[config.mk]
export PLATFORM = sky130hd
export DESIGN_NAME = priority_round_robin_picker_core
export DESIGN_NICKNAME = d
export VERILOG_FILES = /design/src/prrp_pkg.sv /design/src/prrp_table.sv /design/src/prrp_seq.sv /design/src/priority_round_robin_picker_core.sv
export VERILOG_INCLUDE_DIRS = /design/src /design/src/src
export SDC_FILE = /design/constraint.sdc
export NUM_CORES = 1
export LEC_CHECK = 0
export BUFFER_PORTS_ARGS = -buffer_cell sky130_fd_sc_hd__buf_2
export CORE_MARGIN = 3
export CORE_UTILIZATION = 50
export CTS_BUF_LIST = sky130_fd_sc_hd__clkbuf_4
export DETAILED_ROUTE_END_ITERATION = 7
export GPL_TIMING_DRIVEN = 0
export PLACE_DENSITY = 0.77
export SYNTH_ARGS = -nofsm -noshare
export SYNTH_HDL_FRONTEND = slang
export SYNTH_SLANG_ARGS = --single-unit
[constraint.sdc]
create_clock -name aclk -period 3.7 [get_ports aclk]
set_input_delay 0.185 -clock aclk [delete_from_list [all_inputs] [get_ports aclk]]
set_output_delay 0.185 -clock aclk [all_outputs]
set_load 0.01 [all_outputs]
[src/priority_round_robin_picker_core_macros.svh]
// assertion macros for the priority round-robin picker
// no dependencies; included by the top level only
`ifndef PRIORITY_ROUND_ROBIN_PICKER_CORE_MACROS_SVH
`define PRIORITY_ROUND_ROBIN_PICKER_CORE_MACROS_SVH

// clocked check, muted while reset is asserted
`define PRRP_ASSERT(lbl, clk, rstn, prop) \
    lbl: assert property (@(posedge clk) disable iff (!(rstn)) (prop)) \
        else $error("prrp check failed");

// clocked check that also holds through reset
`define PRRP_ASSERT_ALWAYS(lbl, clk, prop) \
    lbl: assert property (@(posedge clk) (prop)) \
        else $error("prrp check failed");

`endif

[src/prrp_pkg.sv]
// shared types and constants for the priority round-robin picker
// no dependencies
`default_nettype none

package prrp_pkg;

    localparam int LVL_W  = 5;
    localparam int SLOT_W = 4;

    // one slot entry as read from the table
    typedef struct packed {
        logic             ready;
        logic [LVL_W-1:0] level;
    } entry_t;

    // table write request
    typedef struct packed {
        logic             en;
        logic             ready;
        logic [LVL_W-1:0] level;
    } wr_req_t;

    // one finished selection
    typedef struct packed {
        logic              granted;
        logic [SLOT_W-1:0] slot;
        logic [LVL_W-1:0]  level;
    } result_t;

endpackage

`default_nettype wire

[src/prrp_table.sv]
// slot table: ready flags in flops, levels in a small memory, one registered read port
// depends on prrp_pkg
`default_nettype none

module prrp_table #(
    parameter int SLOTS = 16,
    parameter int IDX_W = 4
) (
    input  wire logic                  aclk,
    input  wire logic                  aresetn,
    input  wire prrp_pkg::wr_req_t     wr_req,
    input  wire logic [IDX_W-1:0]      wr_idx,
    input  wire logic [IDX_W-1:0]      rd_addr,
    output prrp_pkg::entry_t           rd_data
);

    logic [SLOTS-1:0]           ready_reg;
    logic [prrp_pkg::LVL_W-1:0] level_mem [SLOTS];
    prrp_pkg::entry_t           rd_data_reg;

    always_ff @(posedge aclk) begin
        if (!aresetn) begin
            ready_reg <= '0;
        end else if (wr_req.en) begin
            ready_reg[wr_idx] <= wr_req.ready;
        end
    end

    // level of a never-written slot is only looked at when its ready flag is set
    always_ff @(posedge aclk) begin
        if (wr_req.en) begin
            level_mem[wr_idx] <= wr_req.level;
        end
        rd_data_reg.ready <= ready_reg[rd_addr];
        rd_data_reg.level <= level_mem[rd_addr];
    end

    assign rd_data = rd_data_reg;

endmodule

`default_nettype wire

[src/prrp_seq.sv]
// scan sequencer: walks the slot table one entry a cycle through a shared level comparator
// depends on prrp_pkg
`default_nettype none

module prrp_seq #(
    parameter int SLOTS = 16,
    parameter int IDX_W = 4
) (
    input  wire logic                  aclk,
    input  wire logic                  aresetn,
    input  wire logic                  start,
    input  wire logic                  keep_in,
    input  wire logic                  out_free,
    input  wire prrp_pkg::entry_t      rd_data,
    output logic [IDX_W-1:0]           rd_addr,
    output logic                       busy,
    output logic                       done,
    output prrp_pkg::result_t          result
);

    localparam int CNT_W = $clog2(SLOTS + 1);
    localparam logic [IDX_W-1:0] LAST_IDX = IDX_W'(SLOTS - 1);
    localparam logic [CNT_W-1:0] CNT_FULL = CNT_W'(SLOTS);

    typedef enum logic [2:0] {
        ST_IDLE = 3'b001,
        ST_RUN  = 3'b010,
        ST_DONE = 3'b100
    } state_t;

    state_t                     state_reg, state_next;
    logic [IDX_W-1:0]           cur_slot_reg, cur_slot_next;
    logic                       cur_valid_reg, cur_valid_next;
    logic                       keep_reg, keep_next;
    logic                       have_reg, have_next;
    logic [IDX_W-1:0]           win_reg, win_next;
    logic [prrp_pkg::LVL_W-1:0] best_reg, best_next;
    logic [IDX_W-1:0]           scan_idx_reg, scan_idx_next;
    logic [CNT_W-1:0]           issued_reg, issued_next;
    logic                       tag_vld_reg, tag_vld_next;
    logic                       tag_keep_reg, tag_keep_next;
    logic [IDX_W-1:0]           tag_idx_reg, tag_idx_next;
    logic                       issue;
    logic                       better;
    logic [31:0]                win_ext;

    always_ff @(posedge aclk) begin
        if (!aresetn) begin
            state_reg     <= ST_IDLE;
            cur_slot_reg  <= '0;
            cur_valid_reg <= 1'b0;
            tag_vld_reg   <= 1'b0;
        end else begin
            state_reg     <= state_next;
            cur_slot_reg  <= cur_slot_next;
            cur_valid_reg <= cur_valid_next;
            tag_vld_reg   <= tag_vld_next;
        end
    end

    always_ff @(posedge aclk) begin
        keep_reg     <= keep_next;
        have_reg     <= have_next;
        win_reg      <= win_next;
        best_reg     <= best_next;
        scan_idx_reg <= scan_idx_next;
        issued_reg   <= issued_next;
        tag_keep_reg <= tag_keep_next;
        tag_idx_reg  <= tag_idx_next;
    end

    // the one comparator: strict less-than so earlier slots keep ties
    assign better = !have_reg || (rd_data.level < best_reg);
    assign issue  = (issued_reg != CNT_FULL);

    always_comb begin
        state_next     = state_reg;
        cur_slot_next  = cur_slot_reg;
        cur_valid_next = cur_valid_reg;
        keep_next      = keep_reg;
        have_next      = have_reg;
        win_next       = win_reg;
        best_next      = best_reg;
        scan_idx_next  = scan_idx_reg;
        issued_next    = issued_reg;
        tag_vld_next   = 1'b0;
        tag_keep_next  = tag_keep_reg;
        tag_idx_next   = tag_idx_reg;
        rd_addr        = scan_idx_reg;
        done           = 1'b0;

        unique case (state_reg)
            ST_IDLE: begin
                // first read fetches the current slot for the keep check
                rd_addr = cur_slot_reg;
                if (start) begin
                    keep_next     = keep_in;
                    have_next     = 1'b0;
                    win_next      = '0;
                    best_next     = '0;
                    issued_next   = '0;
                    tag_vld_next  = 1'b1;
                    tag_keep_next = 1'b1;
                    if (!cur_valid_reg || cur_slot_reg == LAST_IDX) begin
                        scan_idx_next = '0;
                    end else begin
                        scan_idx_next = cur_slot_reg + 1'b1;
                    end
                    state_next = ST_RUN;
                end
            end
            ST_RUN: begin
                if (issue) begin
                    issued_next   = issued_reg + 1'b1;
                    scan_idx_next = (scan_idx_reg == LAST_IDX) ? '0 : scan_idx_reg + 1'b1;
                    tag_vld_next  = 1'b1;
                    tag_keep_next = 1'b0;
                    tag_idx_next  = scan_idx_reg;
                end
                if (tag_vld_reg) begin
                    if (tag_keep_reg) begin
                        if (keep_reg && cur_valid_reg && rd_data.ready) begin
                            have_next = 1'b1;
                            win_next  = cur_slot_reg;
                            best_next = rd_data.level;
                        end
                    end else if (rd_data.ready
                                 && !(keep_reg && cur_valid_reg && tag_idx_reg == cur_slot_reg)
                                 && better) begin
                        have_next = 1'b1;
                        win_next  = tag_idx_reg;
                        best_next = rd_data.level;
                    end
                end
                if (!issue && !tag_vld_reg) begin
                    state_next = ST_DONE;
                end
            end
            ST_DONE: begin
                if (out_free) begin
                    done = 1'b1;
                    if (have_reg) begin
                        cur_slot_next  = win_reg;
                        cur_valid_next = 1'b1;
                    end
                    state_next = ST_IDLE;
                end
            end
            default: begin
                state_next = ST_IDLE;
            end
        endcase
    end

    assign win_ext        = 32'(win_reg);
    assign busy           = (state_reg != ST_IDLE);
    assign result.granted = have_reg;
    assign result.slot    = have_reg ? win_ext[prrp_pkg::SLOT_W-1:0] : '0;
    assign result.level   = have_reg ? best_reg : '0;

endmodule

`default_nettype wire

[src/priority_round_robin_picker_core.sv]
// priority picker with round-robin tie break over a table of SLOTS slots
// update request: written in the accept cycle, ready again on the next cycle, no result
// select request: one table read a cycle through the single table read port, then a registered result
// no new request is taken until a select has passed scan, read drain and result load back to idle,
// and the wait is longer while a finished result waits on m_tready
// reset: synchronous active-low aresetn clears all ready flags and the current slot
`default_nettype none
`include "priority_round_robin_picker_core_macros.svh"

module priority_round_robin_picker_core #(
    parameter int SLOTS  = 16,
    parameter int LEVELS = 32
) (
    input  wire logic        aclk,
    input  wire logic        aresetn,
    input  wire logic        s_tvalid,
    output logic             s_tready,
    input  wire logic [15:0] s_tdata,   // slot[3:0], ready_req[4], level[9:5], keep_current[10]
    input  wire logic [0:0]  s_tuser,   // op[0]
    output logic             m_tvalid,
    input  wire logic        m_tready,
    output logic [15:0]      m_tdata,   // grant_slot[3:0], grant_level[8:4]
    output logic [0:0]       m_tuser    // granted[0]
);

    localparam int IDX_W = $clog2(SLOTS);

    logic                       s_accept;
    logic                       busy;
    logic                       done;
    logic                       out_free;
    logic [31:0]                slot_ext;
    logic [31:0]                level_ext;
    logic [IDX_W-1:0]           wr_idx;
    logic [IDX_W-1:0]           rd_addr;
    prrp_pkg::wr_req_t          wr_req;
    prrp_pkg::entry_t           rd_data;
    prrp_pkg::result_t          result;
    logic                       m_tvalid_reg, m_tvalid_next;
    prrp_pkg::result_t          out_reg, out_next;

    assign s_tready = !busy;
    assign s_accept = s_tvalid && s_tready;

    assign slot_ext  = 32'(s_tdata[3:0]);
    assign level_ext = 32'(s_tdata[9:5]);
    assign wr_idx    = slot_ext[IDX_W-1:0];

    // out-of-range slots are dropped, out-of-range levels saturate
    always_comb begin
        wr_req.en    = s_accept && !s_tuser[0] && (slot_ext < 32'(SLOTS));
        wr_req.ready = s_tdata[4];
        wr_req.level = (level_ext >= 32'(LEVELS)) ? prrp_pkg::LVL_W'(LEVELS - 1)
                                                  : s_tdata[9:5];
    end

    prrp_table #(
        .SLOTS (SLOTS),
        .IDX_W (IDX_W)
    ) u_table (
        .aclk    (aclk),
        .aresetn (aresetn),
        .wr_req  (wr_req),
        .wr_idx  (wr_idx),
        .rd_addr (rd_addr),
        .rd_data (rd_data)
    );

    prrp_seq #(
        .SLOTS (SLOTS),
        .IDX_W (IDX_W)
    ) u_seq (
        .aclk     (aclk),
        .aresetn  (aresetn),
        .start    (s_accept && s_tuser[0]),
        .keep_in  (s_tdata[10]),
        .out_free (out_free),
        .rd_data  (rd_data),
        .rd_addr  (rd_addr),
        .busy     (busy),
        .done     (done),
        .result   (result)
    );

    assign out_free = !m_tvalid_reg || m_tready;

    always_comb begin
        m_tvalid_next = m_tvalid_reg;
        out_next      = out_reg;
        if (done) begin
            m_tvalid_next = 1'b1;
            out_next      = result;
        end else if (m_tready) begin
            m_tvalid_next = 1'b0;
        end
    end

    always_ff @(posedge aclk) begin
        if (!aresetn) begin
            m_tvalid_reg <= 1'b0;
        end else begin
            m_tvalid_reg <= m_tvalid_next;
        end
    end

    always_ff @(posedge aclk) begin
        out_reg <= out_next;
    end

    assign m_tvalid = m_tvalid_reg;
    assign m_tuser  = out_reg.granted;
    assign m_tdata  = {7'd0, out_reg.level, out_reg.slot};

    // a select request keeps the input closed on the next cycle
    `PRRP_ASSERT(a_select_blocks, aclk, aresetn, (s_tvalid && s_tready && s_tuser[0]) |=> !s_tready)
    // an update request never produces a result
    `PRRP_ASSERT(a_update_silent, aclk, aresetn, (s_tvalid && s_tready && !s_tuser[0]) |=> !$rose(m_tvalid))
    // no grant means zero slot and level
    `PRRP_ASSERT(a_nogrant_zero, aclk, aresetn, (m_tvalid && !m_tuser[0]) |-> (m_tdata == 16'd0))
    // the result register never loads while its contents are still offered
    `PRRP_ASSERT_ALWAYS(a_no_overwrite, aclk, (m_tvalid && !m_tready && aresetn) |=> ($stable(m_tdata) || !aresetn))

endmodule

`default_nettype wire

==> flow_summary.toml <==
[clock_tree]
clkTransAtPathRegs_ns = 0.11
cts-resized-gates = 0
post-cts-setup-buffers = 0
postCtsHoldBufs = 9
cts_buffers = 17
clkLatencyLatePin_ns = 0.56
htreeDepth = 4
clockBufferDepth = 2
cts.sink_count = 147
cts_root_buf = "clkbuf_4"
cts_tree = "built"

[setup_path]
crit_chain = "or3b_4 > inv_2 > nand4_1 > nor3_1 > mux2i_1 > nor2b_1"
required_ns = 4.15
slowest_delay_ns = 1.06
startpoint = "u_seq.state_reg[0]"
worst_ep_arrival_time_ns = 3.22
r2r_setup_slack_ns = 0.93
cpMaxStageDelayCell = "nor3_1"
cp-end-kind = "register"
reg2regPathDepth = 6
start_kind = "register"
worstPathMaxFanout = 9
r2r_start = "u_seq.state_reg[0]"
crit_type = "reg2reg"

[timing]
slew_headroom_pct = 12.4
finalWorstSetupSlack_ns = 0.930
setup_violations = 0
rsz0062_at_grt = "no"
fin_tns_setup_ns = 0
finalCritPeriodShare_pct = 74.9
final.setup_skew_ns = 0.0201
fmax_mhz = 361
drv_slew = 0
hold_violations = 0
period_needed_ns = 2.77
tightest_slew_ns = 1.30

[synth]
syn_area_mm2 = 0.00686
async_flop_share_pct = 0
netlist-cell-type-count = 47
synth_top_family_by_area = "multiplexers"
ys_ff_latch = 147
synth_fa_ha_area_share_pct = 1.46
muxShareOfSynthArea_pct = 16.9
synth-xor-area-share_pct = 1.28
synthSimpleGateAreaFrac_pct = 8.81
yosysWarnings = 0
avgSynthCellArea_um2 = 14.4
synth_compound_area_share_pct = 8.70
seq_area_frac_synth_pct = 59.7
netlist_instances = 475
ys.flop_type = "edfxtp_1"
synth_edf_count = 115

[power_and_ir_drop]
finalPower_mw = 3.21
power_density_mw_per_mm2 = 418
ir_worst_vdd_mv = 0.347
seqPwrFrac_pct = 57.1
switching_power_uw = 692
p_sw_share_pct = 21.6
clockPowerShare_pct = 35.8
power_leakage_nw = 2.52
combPwrFrac_pct = 7.2
internal_power_mw = 2.51

[cells_and_area]
nNetsFinal = 566
drive_gt1_share_pct = 22.6
layout_common_cells = "115 x edfxtp_1, 48 x mux4_2, 35 x buf_2, 32 x dfxtp_1, 27 x nor2_1"
fill_cells = 1061
layout.area.seq_mm2 = 0.00409
largest_reg_flops = 80
post-route-util_pct = 57.5
final_common_cell = "edfxtp_1"
n_antenna_cell = 0
postLayoutCellArea_mm2 = 0.00767
area_growth_pct = 11.9
multi_input_area_mm2 = 0.00258

[placed_design]
port-buffer-count = 27
place_congestion = 0.914
post-place-ws_ns = 0.945
hpwlAfterDp_mm = 10.4
post_dp_cell_area_mm2 = 0.00725

[global_route]
grt_overflow_total = 0
antenna_found_initial = 0
grt_max_degree = 17
grtUsageTotal_pct = 20.9
grt_pass1_wl_mm = 23.1
grt_pass1_vias = 4333

[die]
die_h_um = 123
die-area_mm2 = 0.0152
die_x_um = 123
start_util_pct = 51.4
core-area_mm2 = 0.0133
io_pins = 40
rows = 42

[routing]
drtPass1Iterations = 5
drtIter0Drc = 357
drc = 0
top_layer = "met4"
wl_per_cell_um = 19.9
wl_met3_um = 946
drt_wl_total_mm = 14.4
drt-met1-wl_mm = 5.54
vias = 4289
ant_nets = 0
wl_met2_mm = 7.51
via_per_inst = 5.92

[worst_hold_path]
hp-start = "s_tvalid"
hold_class = "in2reg"
min_path_cells = 2

[flow_run]
maxCapViolCount = 0

[run_status]
status = "finished, final reports clean"
[layer usage]
metal | up-vias | track usage, %
met2 | 175 | 35.0
met5 | - | 0
met1 | 2117 | 26.0
met3 | 34 | 4.89
li1 | 1963 | -
met4 | 0 | 9.48
[synthesized netlist by cell type (2+ instances only)]
master      n  share of area [%]
inv_1      10               0.55
mux4_2     48                 16
buf_4       7               0.77
o21a_1     14                1.5
nand2b_1    6               0.55
buf_2       8               0.58
a21oi_1     2               0.15
a31oi_1     3               0.27
a21boi_0   16                1.8
nand3_1    15                1.1
o211ai_1    6               0.66
or3_1       2               0.18
a211oi_1    6               0.66
nand2_1    26                1.4
xnor2_1     5               0.64
mux2i_1     8                1.2
nor2b_1     8               0.73
nor3b_1     2               0.22
o22ai_1    13                1.2
dfxtp_1    32                9.3
buf_1       6               0.33
o21ai_0    24                1.8
nor3_1      3               0.22
ha_1        8                1.5
nor2_1     27                1.5
nand4b_1    2               0.26
and2_1     18                1.6
clkbuf_1   13               0.71
xor2_1      5               0.64
edfxtp_1  115                 50
[stage by stage]
stage                     cells  hold slack, ns
final                       725          0.0488
after floorplan             481           0.284
after CTS                   725          0.0107
after global placement      684           0.364
after global routing        725          0.0187
after detailed placement    685           0.367
[area by class of cell]
type,count,share of cell area (%)
Buffer,34,2.14
Multi-Input combinational cell,288,33.7
Inverter,12,0.587
Timing Repair Buffer,37,3.03
Tap cell,176,2.87
Clock inverter,12,2.45
Sequential cell,147,53.4
Clock buffer,19,1.86
[power groups by stage]
stage | registers (mW) | clock network, mW | logic, mW
finish | 1.83 | 1.15 | 0.230
global route | 1.83 | 1.24 | 0.252
CTS | 1.83 | 1.16 | 0.230
detailed placement | 1.87 | 0 | 0.221
global placement | 1.86 | 0 | 0.212
floorplan | 1.86 | 0 | 0.149
[cells by family (layout without fill, tap and decap cells)]
logic type,after synthesis,after routing
adders and majority gates,8,8
other,1,7
DFF,147,147
muxes,56,56
xor gates and xnor gates,10,10
AOI/OAI and AO/OA,90,90
and+or+nand+nor,117,117
buffers and inverters,46,114
[critical path: cells and delay by family (launching register included)]
kind                   cells  cell delay (ns)
AND/OR/NAND/NOR            4             1.81
buffers and inverters      1             0.14
flip-flops                 1             0.44
multiplexers               1             0.27
[worst paths after layout]
path | to
worst min-delay path | u_seq.keep_reg
worst min register to register | u_seq.tag_idx_reg[1]
worst max-delay path | u_table.ready_reg[12]
worst max register to register | u_table.ready_reg[12]
(Power assumes the default switching activity.)
